===== config.mk =====
export PLATFORM = sky130hd
export DESIGN_NAME = priority_ceiling_resource_manager_core
export DESIGN_NICKNAME = d
export VERILOG_FILES = /design/src/pcrm_pkg.sv /design/src/priority_ceiling_resource_manager_core.sv /design/src/pcrm_max_unit.sv
export SDC_FILE = /design/constraint.sdc
export NUM_CORES = 2
export LEC_CHECK = 0
export BUFFER_PORTS_ARGS = -buffer_cell sky130_fd_sc_hd__buf_2
export CORE_MARGIN = 2
export CORE_UTILIZATION = 48
export DETAILED_ROUTE_END_ITERATION = 8
export PLACE_DENSITY_LB_ADDON = 0.12
export REMOVE_ABC_BUFFERS = 1
export SLEW_MARGIN = 20
export SYNTH_ARGS = -nofsm -noshare
export SYNTH_HDL_FRONTEND = slang
export SYNTH_SLANG_ARGS = --single-unit

===== constraint.sdc =====
create_clock -name clk -period 7.8 [get_ports clk]
set_clock_uncertainty 0.05 [all_clocks]
set_input_delay 1.56 -clock clk [delete_from_list [all_inputs] [get_ports clk]]
set_output_delay 1.56 -clock clk [all_outputs]
set_load 0.02 [all_outputs]

===== src/pcrm_pkg.sv =====
package pcrm_pkg;

	typedef struct packed {
		logic [1:0] mode;
		logic [7:0] resource_id;
		logic [3:0] task_id;
		logic [7:0] isr_level;
		logic [7:0] task_prio;
		logic [7:0] resource_prio;
		logic       has_internal;
		logic [7:0] internal_prio;
	} pcrm_req_t;

	typedef struct packed {
		logic [1:0] status;
		logic [7:0] current_prio;
		logic       reschedule;
	} pcrm_rsp_t;

	localparam logic [1:0] MODE_GET     = 2'd0;
	localparam logic [1:0] MODE_REL     = 2'd1;
	localparam logic [1:0] MODE_GET_INT = 2'd2;
	localparam logic [1:0] MODE_REL_INT = 2'd3;

	localparam logic [1:0] ST_OK     = 2'd0;
	localparam logic [1:0] ST_ID     = 2'd1;
	localparam logic [1:0] ST_ACCESS = 2'd2;
	localparam logic [1:0] ST_NOFUNC = 2'd3;

	typedef enum logic [2:0] {
		S_IDLE,
		S_READ,
		S_TOP,
		S_CHECK,
		S_SCAN,
		S_DONE
	} pcrm_state_t;

endpackage


===== src/priority_ceiling_resource_manager_core.sv =====
// Get, internal and error requests pass READ, TOP, CHECK and DONE; a release with more
// than one entry on the stack and an internal release with a non-empty stack add a SCAN
// of the stack entries, set by the single compare unit walking the stack memory one entry
// a cycle. A new request is taken only in idle, once the last is done; busy is high from
// the cycle after accept and drops as done rises.
// Reset clears taken flags, fill counts, task priorities and extended_checks = 1;
// stack memory is not cleared. The receiver cannot stall: done is a 1-cycle strobe.
module priority_ceiling_resource_manager_core import pcrm_pkg::*; #(
	parameter int NUM_RESOURCES = 16,
	parameter int NUM_TASKS     = 16
) (
	input  logic      clk,
	input  logic      arst_n,
	input  logic      start,
	output logic      busy,
	input  pcrm_req_t req,
	output logic      done,
	output pcrm_rsp_t rsp,
	input  logic      cfg_valid,
	output logic      cfg_ready,
	input  logic      cfg_data
);
	localparam int RW = (NUM_RESOURCES > 1) ? $clog2(NUM_RESOURCES) : 1;
	localparam int FW = $clog2(NUM_RESOURCES + 1);
	localparam int CW = $clog2(NUM_TASKS + 1);
	localparam int NCTX = NUM_TASKS + 1;
	localparam int AW = $clog2(NCTX * NUM_RESOURCES);

	pcrm_state_t state_q, state_d;
	pcrm_req_t   req_q;
	logic        ext_q;
	logic [NUM_RESOURCES-1:0] taken_q;
	logic [FW-1:0] fill_q [NCTX];
	logic [7:0]    prio_q [NUM_TASKS];
	logic [NUM_TASKS-1:0] int_q;
	logic [RW+7:0] stk_mem [NCTX * NUM_RESOURCES];
	logic [RW+7:0] rd_q;
	logic [FW-1:0] k_q, lim_q, n_q;
	logic [CW-1:0] ctx_q;
	logic [1:0]    st_q;
	logic          commit_q;
	logic          vld_q;
	pcrm_rsp_t     rsp_q;
	logic          done_q;

	logic tvalid, rvalid, is_isr, prio_bad, m_ld, m_step;
	logic task_ctx, top_ok, chk_ok;
	logic [1:0] chk_st;
	logic [FW-1:0] fill_sel;
	logic [7:0] m_base, m_acc;
	logic [AW-1:0] rd_addr, wr_addr;
	logic [RW-1:0] rid;
	logic [3:0] tid;

	assign tid    = req_q.task_id;
	assign tvalid = 32'(tid) < NUM_TASKS;
	assign rvalid = 32'(req_q.resource_id) < NUM_RESOURCES;
	assign is_isr = req_q.isr_level != 8'd0;
	assign rid    = req_q.resource_id[RW-1:0];
	assign prio_bad = is_isr ? (req_q.isr_level > req_q.resource_prio)
		: (req_q.task_prio > req_q.resource_prio);
	assign task_ctx = req_q.mode[1] || !is_isr;
	assign fill_sel = task_ctx ? (tvalid ? fill_q[CW'(tid)] : '0) : fill_q[CW'(NUM_TASKS)];
	assign top_ok  = !(ext_q && rd_q[RW+7:8] != rid);
	assign rd_addr = AW'(32'(ctx_q) * NUM_RESOURCES + 32'(k_q));
	assign wr_addr = AW'(32'(ctx_q) * NUM_RESOURCES + 32'(n_q));

	pcrm_max_unit u_max (
		.clk(clk), .load(m_ld), .load_val(m_base),
		.step(m_step), .step_val(rd_q[7:0]), .acc(m_acc)
	);

	// next state
	always_comb begin
		state_d = state_q;
		case (state_q)
			S_IDLE:  if (start) state_d = S_READ;
			S_READ:  state_d = S_TOP;
			S_TOP:   state_d = S_CHECK;
			S_CHECK: state_d = (commit_q && lim_q != '0 && (req_q.mode != MODE_REL || top_ok))
				? S_SCAN : S_DONE;
			S_SCAN:  if (k_q >= lim_q) state_d = S_DONE;
			S_DONE:  state_d = S_IDLE;
			default: state_d = S_IDLE;
		endcase
	end

	// outputs of the sequencer
	always_comb begin
		busy   = state_q != S_IDLE;
		m_ld   = state_q == S_READ;
		m_step = state_q == S_SCAN && vld_q;
		m_base = (req_q.mode == MODE_REL && req_q.has_internal) ?
			req_q.internal_prio : req_q.task_prio;
	end

	// request checks that need no stack data
	always_comb begin
		chk_st = ST_OK;
		chk_ok = 1'b0;
		if (req_q.mode[1]) begin
			if (!tvalid) chk_st = ST_ID;
			else if (req_q.has_internal) chk_ok = 1'b1;
		end else if (!rvalid || (!is_isr && !tvalid)) begin
			chk_st = ST_ID;
		end else if (req_q.mode == MODE_GET) begin
			if (ext_q && (taken_q[rid] || prio_bad)) chk_st = ST_ACCESS;
			else chk_ok = 1'b1;
		end else begin
			if (ext_q && !taken_q[rid]) chk_st = ST_NOFUNC;
			else if (ext_q && prio_bad) chk_st = ST_ACCESS;
			else chk_ok = 1'b1;
		end
	end

	assign cfg_ready = state_q == S_IDLE && !start;

	// stack memory: read one entry a cycle, push on commit of a get
	always_ff @(posedge clk) begin
		rd_q <= stk_mem[rd_addr];
		if (state_q == S_CHECK && commit_q && req_q.mode == MODE_GET)
			stk_mem[wr_addr] <= {rid, req_q.resource_prio};
	end

	// capture request, decide and update state
	always_ff @(posedge clk or negedge arst_n) begin
		if (!arst_n) begin
			state_q  <= S_IDLE;
			req_q    <= '0;
			ext_q    <= 1'b1;
			taken_q  <= '0;
			int_q    <= '0;
			done_q   <= 1'b0;
			commit_q <= 1'b0;
			vld_q    <= 1'b0;
			k_q      <= '0;
			lim_q    <= '0;
			n_q      <= '0;
			ctx_q    <= '0;
			st_q     <= ST_OK;
			rsp_q    <= '0;
			for (int i = 0; i < NCTX; i++) fill_q[i] <= '0;
			for (int i = 0; i < NUM_TASKS; i++) prio_q[i] <= '0;
		end else begin
			state_q <= state_d;
			done_q  <= state_q == S_DONE;
			if (cfg_valid && cfg_ready) ext_q <= cfg_data;
			case (state_q)
				S_IDLE: begin
					if (start) req_q <= req;
				end
				S_READ: begin
					// pick context, fill count and the top-of-stack read address
					ctx_q <= task_ctx ? CW'(tid) : CW'(NUM_TASKS);
					n_q <= fill_sel;
					k_q <= (req_q.mode == MODE_REL) ? fill_sel - FW'(1) : '0;
					st_q <= chk_st;
					commit_q <= chk_ok;
				end
				S_TOP: begin
					// fill count known: check full and empty stack, set walk length
					if (commit_q && req_q.mode == MODE_GET && 32'(n_q) >= NUM_RESOURCES) begin
						st_q <= ST_ACCESS;
						commit_q <= 1'b0;
					end else if (commit_q && req_q.mode == MODE_REL && n_q == '0) begin
						st_q <= ST_NOFUNC;
						commit_q <= 1'b0;
					end
					case (req_q.mode)
						MODE_REL:     lim_q <= n_q - FW'(1);
						MODE_REL_INT: lim_q <= n_q;
						default:      lim_q <= '0;
					endcase
				end
				S_CHECK: begin
					// rd_q now holds the top entry for a release
					k_q <= '0;
					vld_q <= 1'b0;
					if (commit_q) begin
						case (req_q.mode)
							MODE_GET: begin
								taken_q[rid] <= 1'b1;
								fill_q[ctx_q] <= n_q + FW'(1);
								if (!is_isr && req_q.resource_prio > prio_q[tid])
									prio_q[tid] <= req_q.resource_prio;
							end
							MODE_REL: begin
								if (!top_ok) begin
									st_q <= ST_NOFUNC;
									commit_q <= 1'b0;
								end else begin
									taken_q[rid] <= 1'b0;
									fill_q[ctx_q] <= n_q - FW'(1);
								end
							end
							MODE_GET_INT: begin
								int_q[tid] <= 1'b1;
								if (req_q.internal_prio > prio_q[tid])
									prio_q[tid] <= req_q.internal_prio;
							end
							default: begin
								int_q[tid] <= 1'b0;
							end
						endcase
					end
				end
				S_SCAN: begin
					// walk entries; read data follows its address in the next cycle
					k_q <= k_q + FW'(1);
					vld_q <= k_q < lim_q;
				end
				S_DONE: begin
					rsp_q.status <= st_q;
					rsp_q.reschedule <= commit_q && req_q.mode == MODE_REL;
					if (commit_q && req_q.mode[0] && task_ctx) begin
						prio_q[tid] <= m_acc;
						rsp_q.current_prio <= m_acc;
					end else begin
						rsp_q.current_prio <= tvalid ? prio_q[tid] : 8'd0;
					end
				end
				default: ;
			endcase
		end
	end

	assign done = done_q;
	assign rsp  = rsp_q;
endmodule


===== src/pcrm_max_unit.sv =====
// Running-maximum unit: one compare per cycle.
module pcrm_max_unit import pcrm_pkg::*; (
	input  logic       clk,
	input  logic       load,
	input  logic [7:0] load_val,
	input  logic       step,
	input  logic [7:0] step_val,
	output logic [7:0] acc
);
	logic [7:0] acc_q;

	// load the base, then fold in one ceiling per step
	always_ff @(posedge clk) begin
		if (load) begin
			acc_q <= load_val;
		end else if (step && step_val > acc_q) begin
			acc_q <= step_val;
		end
	end

	assign acc = acc_q;
endmodule

# Word level (Yosys, flattened, before mapping)
# Memory sizes are Yosys's and may differ from the RTL's. A register that Yosys moved wholly into a read port is not among the register bits.
# Index checks and enable logic that the tools add are counted.
# word_totals
regBits	324
latchBits	0
mem_bits_rw	3264
mem_bits_ro	0
word_cells	225
mem_count	1
# classes
add_sub_neg	6
n_mul	0
div_mod_pow	0
order_cmp	16
n_eq_ne	21
n_shift	0
n_mux	71
bitwise	6
reduce_logical	48
# mem_list
name	words	word_bits	read_ports	rd_clocked_by_memory_dff	write_ports	line_no	rtl
stk_mem	272	12	1	1	1	priority_ceiling_resource_manager_core.sv:36	logic [RW+7:0] stk_mem [NCTX * NUM_RESOURCES];
# ops
cell	count
$mux W128	4
$pmux W128 S2	2
$bwmux W128	3
$bwmux W85	2
$pmux W85 S2	1
$mux W85	1
$mux W8	7
$gt A8 B8 Y1	5
$bmux W8 S4	1
$demux W8 S4	1
$pmux W16 S2	1
$mux W5	6
$bmux W5 S5	1
$demux W5 S5	1
$logic_and A1 B1 Y1	23
$mux W2	11
$add A9 B5 Y9	2
$mux W1	18
$and A16 B16 Y16	1
$mux W16	1
$not A16 Y16	1
$or A16 B16 Y16	1
$pmux W3 S5	1
$pmux W5 S3	1
44 further kinds	72

# Depth between registers and ports, before layout
# depth
depth_word	10
depth_mapped	15
mapped_depth_nobuf	11

# Cells and area by module
# From an unflattened synthesis, not the netlist that was laid out.
# hier_totals
cells_unflattened	7230
hier_area_um2	141892.3
# modules_own_cells
module	instances	cells_per_inst	area_each_um2
priority_ceiling_resource_manager_core	1	7184	141356.8
pcrm_max_unit	1	46	535.5

# Worst setup path before layout
# OpenSTA, ideal clock, no wires.
# synth_path
kind	register to register
from	register req_q[12] in the netlist's numbering
to	register prio_q[100] in the netlist's numbering
setup_ns	0.125
arrival_ns	5.804
t_required_ns	7.625
setup_slack_ns	1.821
stages_incl_launch_ff	9
path_cell_list	dfrtp_1 > ha_1 > nand3_1 > nor2_1 > a2111oi_0 > o21ai_1 > buf_4 > a31oi_2 > mux2_2
# synth_between
elab_chain_len	4
# synth_rtl
item	line_no	rtl
start: declaration	priority_ceiling_resource_manager_core.sv:30	pcrm_req_t req_q;
start signal: assignment	priority_ceiling_resource_manager_core.sv:150	if (start) req_q <= req;
$gt A8 B8 Y1	priority_ceiling_resource_manager_core.sv:184	if (!is_isr && req_q.resource_prio > prio_q[tid])
$logic_and A1 B1 Y1	priority_ceiling_resource_manager_core.sv:184	
$ne A3 B2 Y1 (no line)	--	
$reduce_and A6 Y1 (no line)	--	
end signal: indexed assignment	priority_ceiling_resource_manager_core.sv:185	prio_q[tid] <= req_q.resource_prio;
end signal: indexed assignment	priority_ceiling_resource_manager_core.sv:199	prio_q[tid] <= req_q.internal_prio;
end signal: indexed assignment	priority_ceiling_resource_manager_core.sv:216	prio_q[tid] <= m_acc;
end: declaration	priority_ceiling_resource_manager_core.sv:34	logic [7:0] prio_q [NUM_TASKS];
# Every way passes these cells.
# A chain may end at the register's enable or synchronous reset.

# Final worst setup path
# layout_path
from	register req_q (netlist bit tid[0])
to	register prio_q[39] in the netlist's numbering
# layout_between
elab_chain_len	10
# layout_rtl
item
$not A4 Y5 (implied by the code) *
parallel branches: the longest is 9 deep, another holds $gt A8 B8 Y1
# Every way passes the cells marked *. The select of a mux whose other input is x is not followed.

==> results.sh <==
export IMPL_num_io_pins=66
export IMPL_antenna_found_initial=16
export IMPL_period_minus_slack_ns=5.21
export IMPL_max_stage_delay_ns=0.95
export IMPL_power_frac_clock_pct=29.6
export IMPL_grt_pass1_wl_um=540000
export IMPL_cts_resized=0
export IMPL_wl_per_cell_um=32.8
export IMPL_path_delay_family="compound AO/OA/AOI/OAI gates"
export IMPL_synth_flop_cell="edfxtp_1"
export IMPL_cts_tree="built"
export IMPL_critPathMaxFanout=42
export IMPL_power_frac_seq_pct=42.4
export IMPL_critPathKind="flip-flop to flip-flop"
export IMPL_vdd_drop_max_v=0.000283
export IMPL_crit_chain="mux4_2 -> mux4_2 -> inv_1 -> ha_1 -> nor2b_1 -> o21a_1 -> o21ai_0 -> a21oi_1 -> o31ai_2 -> buf_4 -> a311o_1 -> mux2_2"
export IMPL_power_switching_uw=19300
export IMPL_postCtsSetupBuffers=0
export IMPL_maxSlewViolCount=0
export IMPL_max_freq_mhz=192
export IMPL_post_synth_cell_area_avg_sq_um=20.5
export IMPL_hold_slack_ns=0.422
export IMPL_ys_seq_elements=3595
export IMPL_r2r_setup_slack_ns=2.59
export IMPL_maxCapViolations=0
export IMPL_clockRootBuffer="clkbuf_16"
export IMPL_worstHoldPathType="flip-flop to flip-flop"
export IMPL_syn_inst=6983
export IMPL_fin_crit_sh_pct=66.8
export IMPL_synth_area_mux_share_pct=17.5
export IMPL_p_int_uw=40000
export IMPL_yosysUniqueCellTypes=86
export IMPL_rows=200
export IMPL_synth_simple_gate_area_share_pct=2.53
export IMPL_synth_edf_count=3272
export IMPL_die_area_sq_um=302000
export IMPL_worst_pin_slew_ns=1.24
export IMPL_start_util_pct=48.2
export IMPL_drc=0
export IMPL_critPathBufInv=2
export IMPL_clk_path_buf_depth=4
export IMPL_synth_top_family_by_area="multiplexers"
export IMPL_setup_tns_final_ns=0
export IMPL_ys_seq_area_share_pct=74.3
export IMPL_numClockSinks=3595
export IMPL_rsz0062_at_grt="false"
export IMPL_synth_xor_area_share_pct=0.157
export IMPL_drt_iter0_markers=8295
export IMPL_numCtsBuffers=375
export IMPL_netlist_area_sq_um=143000
export IMPL_slowest_stage="dfrtp_4"
export IMPL_synth_compound_area_share_pct=2.98
export IMPL_dp_hpwl_um=230000
export IMPL_outcome="finished clean"
export IMPL_vias=71751
export IMPL_slew_headroom_pct=17.3
export IMPL_grt_pass1_vias=71820
export IMPL_cp_common_cell="mux4_2"
export IMPL_ant_nets=0
export IMPL_layout_drive_gt1_share_pct=28.2
export IMPL_endpoint_kind="flip-flop"
export IMPL_htree_levels=5
export IMPL_grtUsageTotal_pct=25.0
export IMPL_die_y_um=550
export IMPL_leakagePower_uw=0.0525
export IMPL_nNetsFinal=7426
export IMPL_power_frac_comb_pct=28.0
export IMPL_swShare_pct=32.6
export IMPL_die_w_um=550
export IMPL_worst_ep_required_time_ns=8.54
export IMPL_drt_total_wl_um=379000
export IMPL_detail_route_first_pass_iterations=6
export IMPL_power_density_nw_per_um2=369
export IMPL_insertion_delay_ns=0.95
export IMPL_async_flop_share_pct=8.65
export IMPL_gp_congestion=0.909
export IMPL_via_per_inst=6.20
export IMPL_area_delta_synth_final_pct=12.4
export IMPL_grt_max_degree=203
export IMPL_arrival_ns=5.95
export IMPL_clkTransAtPathRegs_ns=0.06
export IMPL_cts_hold_buf=0
export IMPL_grt_remaining_overflow=0
export IMPL_synthAdderAreaFrac_pct=0.490
export IMPL_startpoint_type="flip-flop"
export IMPL_ys_warn_count=0
export IMPL_core_sq_um=297000
export IMPL_hold_viol=0
export IMPL_io_buffers=65
export IMPL_final_setup_viol_count=0
## cells by family (layout without fill, tap and decap cells)
family	after synthesis	in the layout
AOI/OAI and AO/OA	616	616
DFF	3595	3595
other	0	3
xor gates and xnor gates	24	24
adders and majority gates	56	56
and+or+nand+nor	838	838
buffers and inverters	466	1107
muxes	1388	1388
## tightest hold or removal path, cell delays in order, from the launching register on
cell and delay, ns:
dfrtp_1 0.33, nand2_1 0.05, nand2_1 0.06
## per-layer routing
metal / vias up / wire (um) / GRT usage (%)
li1: 29585 / - / -
met3: 536 / 29600 / 4.69
met2: 2942 / 176000 / 38.4
met4: 6 / 11100 / 7.00
met1: 38682 / 162000 / 36.8
met5: - / 34 / 0
## final cells by class
| type | instances | area [sq um] |
|---|---|---|
| Tap cell | 3939 | 4930 |
| Sequential cell | 3595 | 106000 |
| Fill cell | 22650 | 136000 |
| Clock buffer | 455 | 9780 |
| Timing Repair Buffer | 373 | 3000 |
| Inverter | 51 | 203 |
| Multi-Input combinational cell | 2922 | 34300 |
| Clock inverter | 228 | 2230 |
| Antenna cell | 3 | 7.51 |
## synth_stat cells, types with 14 or more instances
cell | n | area share, %
clkbuf_1 | 170 | 0.45
o21ai_0 | 116 | 0.41
dfrtp_1 | 310 | 5.4
mux2i_1 | 303 | 2.1
o221ai_1 | 104 | 0.64
buf_4 | 26 | 0.14
mux4_1 | 24 | 0.44
nor4_1 | 16 | 0.070
inv_1 | 50 | 0.13
edfxtp_1 | 3272 | 69
buf_2 | 95 | 0.33
buf_8 | 23 | 0.24
nor2b_1 | 23 | 0.10
nand4_1 | 22 | 0.096
a21oi_1 | 106 | 0.37
a211oi_1 | 18 | 0.094
a21o_1 | 14 | 0.073
buf_6 | 65 | 0.51
o22ai_1 | 103 | 0.45
a31oi_1 | 26 | 0.11
buf_1 | 26 | 0.068
nand3_1 | 54 | 0.19
nor2_1 | 394 | 1.0
and2_1 | 21 | 0.092
nand2_1 | 234 | 0.61
ha_1 | 56 | 0.49
o211ai_1 | 15 | 0.079
mux2_2 | 221 | 1.7
mux4_2 | 840 | 13
nor3_1 | 30 | 0.10
## power groups by stage
| stage | registers (uW) | clock network [uW] | logic, uW |
|---|---|---|---|
| floorplan | 27100 | 0 | 9260 |
| global placement | 25500 | 0 | 16400 |
| detailed placement | 25500 | 0 | 16600 |
| CTS | 25100 | 17800 | 16600 |
| global route | 25200 | 18600 | 17500 |
| finish | 25100 | 17600 | 16600 |
## sequential cells by signal, summed over array words and instances, names as in the netlist, named ones only
| register | count |
|---|---|
| commit_q | 1 |
| ctx_q | 5 |
| done | 1 |
| ext_q | 1 |
| fill_q | 64 |
| k_q | 5 |
| lim_q | 5 |
| n_q | 5 |
| prio_q | 128 |
| rd_q | 12 |
| req_q | 43 |
| rsp | 11 |
| st_q | 2 |
| state_q | 3 |
| stk_mem | 3264 |
| tid | 4 |
| u_max.acc | 8 |
| vld_q | 1 |
## cells in the final DEF (no fill, tap or decap), types with 104 or more instances in the layout
master | synthesis | routed
o21ai_0 | 116 | 116
nor2_1 | 394 | 282
o221ai_1 | 104 | 104
edfxtp_1 | 3272 | 3272
dfrtp_1 | 310 | 292
mux2_2 | 221 | 221
buf_4 | 26 | 280
mux4_2 | 840 | 840
nor2_2 | 0 | 112
clkbuf_16 | 0 | 379
mux2i_1 | 303 | 303
nand2_1 | 234 | 222
a21oi_1 | 106 | 106
## stage by stage
step                setup slack [ns]  instance area (sq um)  total power (uW)  cells  util [%]
floorplan                     -30.93                 140000             36400   6568         -
global placement                2.54                 148000             41900  10878      50.1
detailed placement              2.63                 149000             42100  10878      50.1
CTS                             2.64                 161000             59600  11561      54.2
global route                    2.38                 161000             61300  11565      54.2
finish                          2.59                 161000             59300  11566      54.2
## final timing paths
| check | start | endpoint | cells past startpoint |
|---|---|---|---|
| setup / recovery | tid[0] | prio_q[39] | 12 |
| hold / removal | rsp[9] | rsp[9] | 2 |
| setup reg to reg | tid[0] | prio_q[39] | 12 |
| hold reg to reg | rsp[9] | rsp[9] | 2 |
| max in group asynchronous | arst_n | asynchronous set/reset pin | 2 |
| min in group asynchronous | arst_n | tid[0] | 1 |
No activity file was read; power rests on OpenSTA's default activity.
